File: src/rtl/cucrc_pkg.sv
// Shared types, constants and the CRC-32 byte update for the upload receiver.
package cucrc_pkg;

  localparam int CHUNK_BYTES = 256;
  localparam int FILL_W = 13;
  localparam int SILENCE_W = 16;
  localparam int FIFO_DEPTH = 4;
  localparam int PTR_W = $clog2(FIFO_DEPTH);
  localparam int CNT_W = $clog2(FIFO_DEPTH + 1);

  localparam logic [31:0] CRC_POLY = 32'hEDB8_8320;
  localparam logic [31:0] CRC_ONES = 32'hFFFF_FFFF;
  localparam logic [15:0] TIMEOUT_RESET = 16'd2000;
  localparam logic [FILL_W-1:0] CHUNK_FULL = FILL_W'(CHUNK_BYTES);

  typedef enum logic [1:0] {
    OP_START = 2'd0,
    OP_BYTE  = 2'd1,
    OP_TICK  = 2'd2
  } op_t;

  typedef enum logic [2:0] {
    EV_READY   = 3'd0,
    EV_ACK     = 3'd1,
    EV_OK      = 3'd2,
    EV_BAD     = 3'd3,
    EV_TIMEOUT = 3'd4
  } ev_t;

  typedef enum logic {
    REG_TIMEOUT = 1'b0
  } reg_t;

  typedef struct packed {
    logic [1:0]  op;
    logic [7:0]  data_byte;
    logic [31:0] total_size;
    logic [31:0] expected_crc;
  } item_t;

  typedef struct packed {
    ev_t         event_res;
    logic [31:0] final_crc;
    logic        last;
  } result_t;

  typedef struct packed {
    logic [1:0] num;
    result_t    r0;
    result_t    r1;
  } push_t;

  function automatic logic [31:0] crc_byte(input logic [31:0] crc, input logic [7:0] b);
    logic [31:0] c;
    c = crc ^ {24'd0, b};
    for (int k = 0; k < 8; k++) begin
      c = (c >> 1) ^ (c[0] ? CRC_POLY : 32'd0);
    end
    return c;
  endfunction

endpackage

File: src/rtl/cucrc_core.sv
// Upload state and result generation, one item per cycle while fire is high.
module cucrc_core (
  input  logic                 clk,
  input  logic                 rst,
  input  logic                 fire,
  input  cucrc_pkg::item_t     item,
  input  logic [15:0]          timeout_ticks,
  output cucrc_pkg::push_t     push
);

  logic        receiving, receiving_next;
  logic [31:0] running_crc, running_crc_next;
  logic [31:0] bytes_done, bytes_done_next;
  logic [cucrc_pkg::FILL_W-1:0] chunk_fill, chunk_fill_next;
  logic [cucrc_pkg::SILENCE_W-1:0] silence_count, silence_count_next;
  logic [31:0] size_goal, size_goal_next;
  logic [31:0] crc_goal, crc_goal_next;
  logic [cucrc_pkg::SILENCE_W:0] silence_inc;
  logic [31:0] crc_upd, fin;

  always_comb begin
    receiving_next     = receiving;
    running_crc_next   = running_crc;
    bytes_done_next    = bytes_done;
    chunk_fill_next    = chunk_fill;
    silence_count_next = silence_count;
    size_goal_next     = size_goal;
    crc_goal_next      = crc_goal;
    push               = '0;
    crc_upd            = cucrc_pkg::crc_byte(running_crc, item.data_byte);
    fin                = crc_upd ^ cucrc_pkg::CRC_ONES;
    silence_inc        = {1'b0, silence_count} + 17'd1;
    if (fire) begin
      case (cucrc_pkg::op_t'(item.op))
        cucrc_pkg::OP_START: begin
          size_goal_next     = item.total_size;
          crc_goal_next      = item.expected_crc;
          receiving_next     = 1'b1;
          running_crc_next   = cucrc_pkg::CRC_ONES;
          bytes_done_next    = '0;
          chunk_fill_next    = '0;
          silence_count_next = '0;
          push.r0 = '{cucrc_pkg::EV_READY, 32'd0, item.total_size != 32'd0};
          if (item.total_size == 32'd0) begin
            push.num       = 2'd2;
            push.r1        = '{(item.expected_crc == 32'd0) ? cucrc_pkg::EV_OK
                                                            : cucrc_pkg::EV_BAD,
                               32'd0, 1'b1};
            receiving_next = 1'b0;
          end else begin
            push.num = 2'd1;
          end
        end
        cucrc_pkg::OP_BYTE: begin
          if (receiving) begin
            running_crc_next   = crc_upd;
            bytes_done_next    = bytes_done + 32'd1;
            chunk_fill_next    = chunk_fill + 1'b1;
            silence_count_next = '0;
            if (bytes_done_next == size_goal) begin
              push.num        = 2'd2;
              push.r0         = '{cucrc_pkg::EV_ACK, 32'd0, 1'b0};
              push.r1         = '{(fin == crc_goal) ? cucrc_pkg::EV_OK : cucrc_pkg::EV_BAD,
                                  fin, 1'b1};
              receiving_next  = 1'b0;
              chunk_fill_next = '0;
            end else if (chunk_fill_next == cucrc_pkg::CHUNK_FULL) begin
              push.num        = 2'd1;
              push.r0         = '{cucrc_pkg::EV_ACK, 32'd0, 1'b1};
              chunk_fill_next = '0;
            end
          end
        end
        cucrc_pkg::OP_TICK: begin
          if (receiving) begin
            if (silence_inc > {1'b0, timeout_ticks}) begin
              receiving_next     = 1'b0;
              chunk_fill_next    = '0;
              silence_count_next = '0;
              push.num           = 2'd1;
              push.r0            = '{cucrc_pkg::EV_TIMEOUT, 32'd0, 1'b1};
            end else begin
              silence_count_next = silence_inc[cucrc_pkg::SILENCE_W-1:0];
            end
          end
        end
        default: begin
        end
      endcase
    end
  end

  always_ff @(posedge clk) begin
    if (rst) begin
      receiving     <= 1'b0;
      running_crc   <= cucrc_pkg::CRC_ONES;
      bytes_done    <= '0;
      chunk_fill    <= '0;
      silence_count <= '0;
      size_goal     <= '0;
      crc_goal      <= '0;
    end else begin
      receiving     <= receiving_next;
      running_crc   <= running_crc_next;
      bytes_done    <= bytes_done_next;
      chunk_fill    <= chunk_fill_next;
      silence_count <= silence_count_next;
      size_goal     <= size_goal_next;
      crc_goal      <= crc_goal_next;
    end
  end

  a_pair_last: assert property (@(posedge clk) disable iff (rst)
    push.num == 2'd2 |-> push.r1.last && !push.r0.last)
    else $error("two results must end on the second");

  a_final_idle: assert property (@(posedge clk) disable iff (rst)
    push.num == 2'd2 |=> !receiving)
    else $error("upload still open after final result");

endmodule

File: src/rtl/cucrc_out_fifo.sv
// Result queue taking up to two results per cycle and giving one unless stalled.
module cucrc_out_fifo (
  input  logic                 clk,
  input  logic                 rst,
  input  cucrc_pkg::push_t     push,
  output logic                 room,
  output logic                 out_valid,
  input  logic                 out_stall,
  output cucrc_pkg::result_t   out_res
);

  cucrc_pkg::result_t entries [cucrc_pkg::FIFO_DEPTH];
  logic [cucrc_pkg::PTR_W-1:0] wr_ptr, rd_ptr, wr_ptr1;
  logic [cucrc_pkg::CNT_W-1:0] count;
  logic pop;

  assign pop       = out_valid && !out_stall;
  assign out_valid = count != '0;
  assign out_res   = entries[rd_ptr];
  assign room      = count <= cucrc_pkg::CNT_W'(cucrc_pkg::FIFO_DEPTH - 2);
  assign wr_ptr1   = wr_ptr + 1'b1;

  always_ff @(posedge clk) begin
    if (push.num != 2'd0) begin
      entries[wr_ptr] <= push.r0;
    end
    if (push.num == 2'd2) begin
      entries[wr_ptr1] <= push.r1;
    end
  end

  always_ff @(posedge clk) begin
    if (rst) begin
      wr_ptr <= '0;
      rd_ptr <= '0;
      count  <= '0;
    end else begin
      wr_ptr <= wr_ptr + cucrc_pkg::PTR_W'(push.num);
      rd_ptr <= rd_ptr + cucrc_pkg::PTR_W'(pop);
      count  <= count + cucrc_pkg::CNT_W'(push.num) - cucrc_pkg::CNT_W'(pop);
    end
  end

  a_count_max: assert property (@(posedge clk) disable iff (rst)
    count <= cucrc_pkg::CNT_W'(cucrc_pkg::FIFO_DEPTH))
    else $error("result queue overflow");

  a_push_room: assert property (@(posedge clk) disable iff (rst)
    push.num != 2'd0 |-> room)
    else $error("push without room for two results");

endmodule

File: src/rtl/chunked_upload_crc32_receiver_unit.sv
// Top level of the chunked upload receiver with CRC-32 check.
//
//  channel   direction  handshake                  payload
//  item      in         item_valid / item_stall    op, data_byte, total_size, expected_crc
//  result    out        result_valid / result_stall event_res, final_crc, last
//  config    in         psel / penable / pready    paddr, pwdata, prdata
//
//  One item per cycle while the queue has room; items are registered in the input
//  register, which feeds the CRC update and counters; results queue in a
//  four-entry buffer, and the input holds while fewer than two slots are free.
//  An item giving two results limits the rate to the one result per cycle
//  drained. Reset is synchronous; it idles the upload and sets timeout_ticks to 2000.
module chunked_upload_crc32_receiver_unit (
  input  logic        clk,
  input  logic        rst,
  input  logic        item_valid,
  output logic        item_stall,
  input  logic [1:0]  op,
  input  logic [7:0]  data_byte,
  input  logic [31:0] total_size,
  input  logic [31:0] expected_crc,
  output logic        result_valid,
  input  logic        result_stall,
  output logic [2:0]  event_res,
  output logic [31:0] final_crc,
  output logic        last,
  input  logic        psel,
  input  logic        penable,
  input  logic        pwrite,
  input  logic [2:0]  paddr,
  input  logic [31:0] pwdata,
  output logic [31:0] prdata,
  output logic        pready
);

  logic               held_valid;
  cucrc_pkg::item_t   held;
  logic               room, fire;
  logic [15:0]        timeout_ticks;
  cucrc_pkg::push_t   push;
  cucrc_pkg::result_t res;

  assign pready     = 1'b1;
  assign fire       = held_valid && room;
  assign item_stall = held_valid && !room;

  always_ff @(posedge clk) begin
    if (rst) begin
      held_valid <= 1'b0;
    end else if (!item_stall) begin
      held_valid <= item_valid;
    end
  end

  always_ff @(posedge clk) begin
    if (item_valid && !item_stall) begin
      held <= '{op, data_byte, total_size, expected_crc};
    end
  end

  always_ff @(posedge clk) begin
    if (rst) begin
      timeout_ticks <= cucrc_pkg::TIMEOUT_RESET;
    end else if (psel && penable && pwrite && pready &&
                 cucrc_pkg::reg_t'(paddr[2]) == cucrc_pkg::REG_TIMEOUT) begin
      timeout_ticks <= pwdata[15:0];
    end
  end

  assign prdata = (cucrc_pkg::reg_t'(paddr[2]) == cucrc_pkg::REG_TIMEOUT) ?
                  {16'd0, timeout_ticks} : 32'd0;

  cucrc_core u_core (
    .clk           (clk),
    .rst           (rst),
    .fire          (fire),
    .item          (held),
    .timeout_ticks (timeout_ticks),
    .push          (push)
  );

  cucrc_out_fifo u_fifo (
    .clk       (clk),
    .rst       (rst),
    .push      (push),
    .room      (room),
    .out_valid (result_valid),
    .out_stall (result_stall),
    .out_res   (res)
  );

  assign event_res = res.event_res;
  assign final_crc = res.final_crc;
  assign last      = res.last;

endmodule
File: config.mk
export PLATFORM = sky130hd
export DESIGN_NAME = chunked_upload_crc32_receiver_unit
export DESIGN_NICKNAME = d
export VERILOG_FILES = /design/src/rtl/cucrc_pkg.sv /design/src/rtl/cucrc_core.sv /design/src/rtl/cucrc_out_fifo.sv /design/src/rtl/chunked_upload_crc32_receiver_unit.sv
export SDC_FILE = /design/constraint.sdc
export NUM_CORES = 1
export LEC_CHECK = 0
export BUFFER_PORTS_ARGS = -buffer_cell sky130_fd_sc_hd__buf_2
export CAP_MARGIN = 20
export CORE_UTILIZATION = 30
export DETAILED_ROUTE_END_ITERATION = 8
export PLACE_DENSITY_LB_ADDON = 0.1
export SETUP_SLACK_MARGIN = 0.5
export SYNTH_ARGS = -nofsm -noshare
export SYNTH_HDL_FRONTEND = slang
export SYNTH_SLANG_ARGS = --single-unit
File: constraint.sdc
create_clock -name clk -period 5.8 [get_ports clk]
set_input_delay 1.16 -clock clk [delete_from_list [all_inputs] [get_ports clk]]
set_output_delay 1.16 -clock clk [all_outputs]
set_load 0.1 [all_outputs]
==> key figures <==
Yosys
  – Number of synthesized flops with an enable pin: 214
  – Ys flop type: edfxtp_1
  – Yosys warnings: 0
  – Distinct cells, synth: 96
  – Post-synthesis register bit count: 400
  – Seq/Total Area, Yosys: 50.34%
  – Cells after synthesis: 1925
  – Asr flop ratio synth: 0%
  – Mean Syn Cell Area: 10.47 µm²
  – Mapped cell area: 20160 µm²

Worst setup path
  – CP startpoint kind: flip-flop
  – Arrival time at the worst endpoint: 5.08 ns
  – Critical Path End Type: flip-flop
  – CP bufs+invs: 2
  – Worst reg2reg path depth: 12
  – Worst-path cell chain: ha_1 -> nand3_2 -> or4_1 -> nor4_2 -> xnor2_1 -> nand4_1 -> nor4_4 -> buf_4 -> o211ai_2 -> nand2b_2 -> o21ai_4 -> buf_12
  – Reg-to-Reg End: u_fifo.entries[2][0]$_DFFE_PP_
  – Crit path max-delay cell type: or4_1
  – R2R setup slack: 1.0 ns
  – Crit Reg-Reg Startpoint: u_core.bytes_done[0]$_SDFFE_PP0P_
  – Critical Path Max Stage Delay: 0.78 ns
  – CP delay by family, top: simple AND/OR/NAND/NOR gates
  – Crit Path Class: flip-flop to flip-flop
  – Crit path required time: 6.08 ns
  – Crit-path max FO: 19

Floorplanning
  – Die area: 68240 µm²
  – IO Count: 187
  – Row count: 94
  – Initial Util: 30.50%
  – Die Y: 261.2 µm
  – Core box area: 66100 µm²
  – Die Span X: 261.2 µm

STA
  – Setup_tns: 0 ns
  – Unrepaired setup endpoints after global routing: false
  – Worst-Margin Slew: 1.010 ns
  – Max-slew violations: 0
  – Relative slew slack: 32.68%
  – F_max: 208.3 MHz
  – Final Cycle Share: 82.76%
  – Min cycle time layout: 4.800 ns
  – Setup violations, final: 0
  – Endpoints failing hold: 0
  – WHS: 0.4508 ns
  – Clk_skew: 0.02149 ns

Hold path
  – Hold Crit Start: timeout_ticks[5]$_SDFFE_PP0P_
  – Endpoint, Worst Hold: timeout_ticks[5]$_SDFFE_PP0P_
  – Hold Path Depth: 2
  – Worst Hold Class: flip-flop to flip-flop

Pwr
  – Maximum vdd drop: 0.0002212 V
  – Leakage: 7.957 nW
  – Power per cell area: 361.2 nW/µm²
  – Total chip power: 8.404 mW

Route
  – # DRC: 0
  – Router iterations before antenna repair: 9
  – Routed Antenna Nets: 0
  – Routed WL: 57.24 mm
  – Via/cell ratio: 4.982
  – DRT iter0 DRCs: 1016
  – Via count: 14653
  – Routed len/inst: 19.46 µm

Global route
  – GRT Util Overall: 16.76%
  – Largest net degree at the start of global routing: 87
  – Vias in the first global route: 14220
  – First-pass GRT wire length: 87.50 mm
  – Initial antenna violation count: 2
  – GRT overflow: 0

Clock network
  – Clk slew on worst S/H paths: 0.06 ns
  – Cts-stage hold buffer count: 0
  – # clock sinks: 400
  – Clk_lat worst skew: 0.59 ns
  – Root buffer cell: clkbuf_16
  – CTS tree: yes
  – H-tree depth: 2
  – CTS buffer count: 48
  – CTS Buffer Depth: 3

Placed design
  – IO Port Bufs: 151
  – Post-DP HPWL: 39.25 mm
  – Final GP Congestion: 0.8214
  – Dpl cells: 2847

Layout
  – Final Non-Filler Cells: 2941
  – Share of cells above drive strength 1: 19.17%
  – Nets@finish: 2182
  – Most frequent cells in the layout: nand2_1 (227), edfxtp_1 (214), dfxtp_1 (184)
  – Commonest non-fill, non-tap cell in the layout: nand2_1
  – Area delta synth->final: 15.42%

Run status
  – Outcome: complete, no violations

Run
  – Max-cap violations: 0
==> registers in the layout, summed over array words and instances, names as in the netlist <==
register and flops:
u_core.size_goal 32, u_core.silence_count 16, u_fifo.entries 144, held_valid 1, u_fifo.count 3, u_core.receiving 1
timeout_ticks 16, u_core.running_crc 32, u_fifo.wr_ptr 2, held 74, u_fifo.rd_ptr 2, u_core.chunk_fill 13
u_core.bytes_done 32, u_core.crc_goal 32
==> through the flow <==
| stage | worst slack, ns | util [%] | cell area [µm²] |
|---|---|---|---|
| CTS | 0.7918 | 35.15 | 23230 |
| detailed placement | 0.8334 | 32.81 | 21690 |
| global route | 0.5682 | 35.20 | 23270 |
| floorplan | 0.6609 | - | 20220 |
| finish | 0.9998 | 35.20 | 23270 |
| global placement | 0.8599 | 32.81 | 21690 |
==> per-layer routing <==
layer  global-route usage (%)  part of all wire [%]  vias up
li1                         -                     -     7167
met1                    23.20                    47     7125
met2                    27.55                    47      287
met3                    2.168                   4.0       74
met4                    4.296                   1.9        0
met5                        0                     0        -
==> kinds of logic after synthesis <==
logic type,count (synthesis),synth area share [%]
AOI/OAI and AO/OA,325,9.924
xor gates and xnor gates,166,9.123
adders and majority gates,29,1.837
buffers and inverters,182,4.437
DFF,400,50.34
muxes,42,4.326
other,2,0.03725
and+or+nand+nor,779,19.97
==> synthesized netlist by cell type, drive strengths merged (11+ instances only) <==
cell / instances / area (µm²)
xor2: 53 / 479.2
a211oi: 12 / 100.1
mux4: 36 / 810.8
ha: 28 / 350.3
buf: 56 / 384.1
nand3b: 11 / 82.58
o21ai: 51 / 255.2
dfxtp: 186 / 3724
nand2: 230 / 870.8
a21oi: 145 / 725.7
nand4: 34 / 234.0
nand3: 47 / 240.2
nand2b: 39 / 251.5
xnor2: 97 / 996.0
xnor3: 13 / 292.8
nor4: 44 / 315.3
nor2: 162 / 615.6
clkbuf: 82 / 339.1
or3: 15 / 93.84
nor3: 103 / 645.6
and2: 11 / 70.07
o22ai: 32 / 200.2
or2: 16 / 100.1
and3: 22 / 143.9
nor2b: 12 / 75.07
edfxtp: 214 / 6426
inv: 42 / 157.7
==> timing repair <==
item | in CTS | in global routing
setup buffers | 0 | 4
resized for setup | 0 | 1
setup endpoints to repair | 0 | 14
==> tightest hold or removal path, stage by stage, from the launching register on <==
cell and delay, ns:
dfxtp_1 0.30, nand2_1 0.05, a21oi_1 0.05
==> worst max-delay path by stage <==
stage / from / to / depth (start not counted)
after floorplan: u_core.silence_count[0]$_SDFFE_PP0P_ / u_fifo.entries[2][0]$_DFFE_PP_ / 19
after global placement: u_core.silence_count[0]$_SDFFE_PP0P_ / u_fifo.entries[0][2]$_DFFE_PP_ / 16
after detailed placement: u_core.silence_count[0]$_SDFFE_PP0P_ / u_fifo.entries[0][2]$_DFFE_PP_ / 16
after CTS: u_core.silence_count[0]$_SDFFE_PP0P_ / u_fifo.entries[0][18]$_DFFE_PP_ / 16
after global routing: u_core.silence_count[0]$_SDFFE_PP0P_ / u_fifo.count[2]$_SDFF_PP0_ / 20
final: u_core.bytes_done[0]$_SDFFE_PP0P_ / u_fifo.entries[2][0]$_DFFE_PP_ / 12
==> final cells by class <==
| cell class | instances | area, µm² |
|---|---|---|
| Multi-Input combinational cell | 1358 | 9254 |
| Timing Repair Buffer | 186 | 1071 |
| Tap cell | 864 | 1081 |
| Clock buffer | 54 | 1255 |
| Antenna cell | 1 | 2.502 |
| Sequential cell | 400 | 10150 |
| Fill cell | 6650 | 42830 |
| Clock inverter | 35 | 292.8 |
| Inverter | 43 | 161.4 |
==> power by group <==
part           switching, mW  internal (mW)
sequential             0.103           3.07
combinational           1.67          0.580
clock                   1.25           1.74
Note: power is estimated with default switching activity, not from simulation.
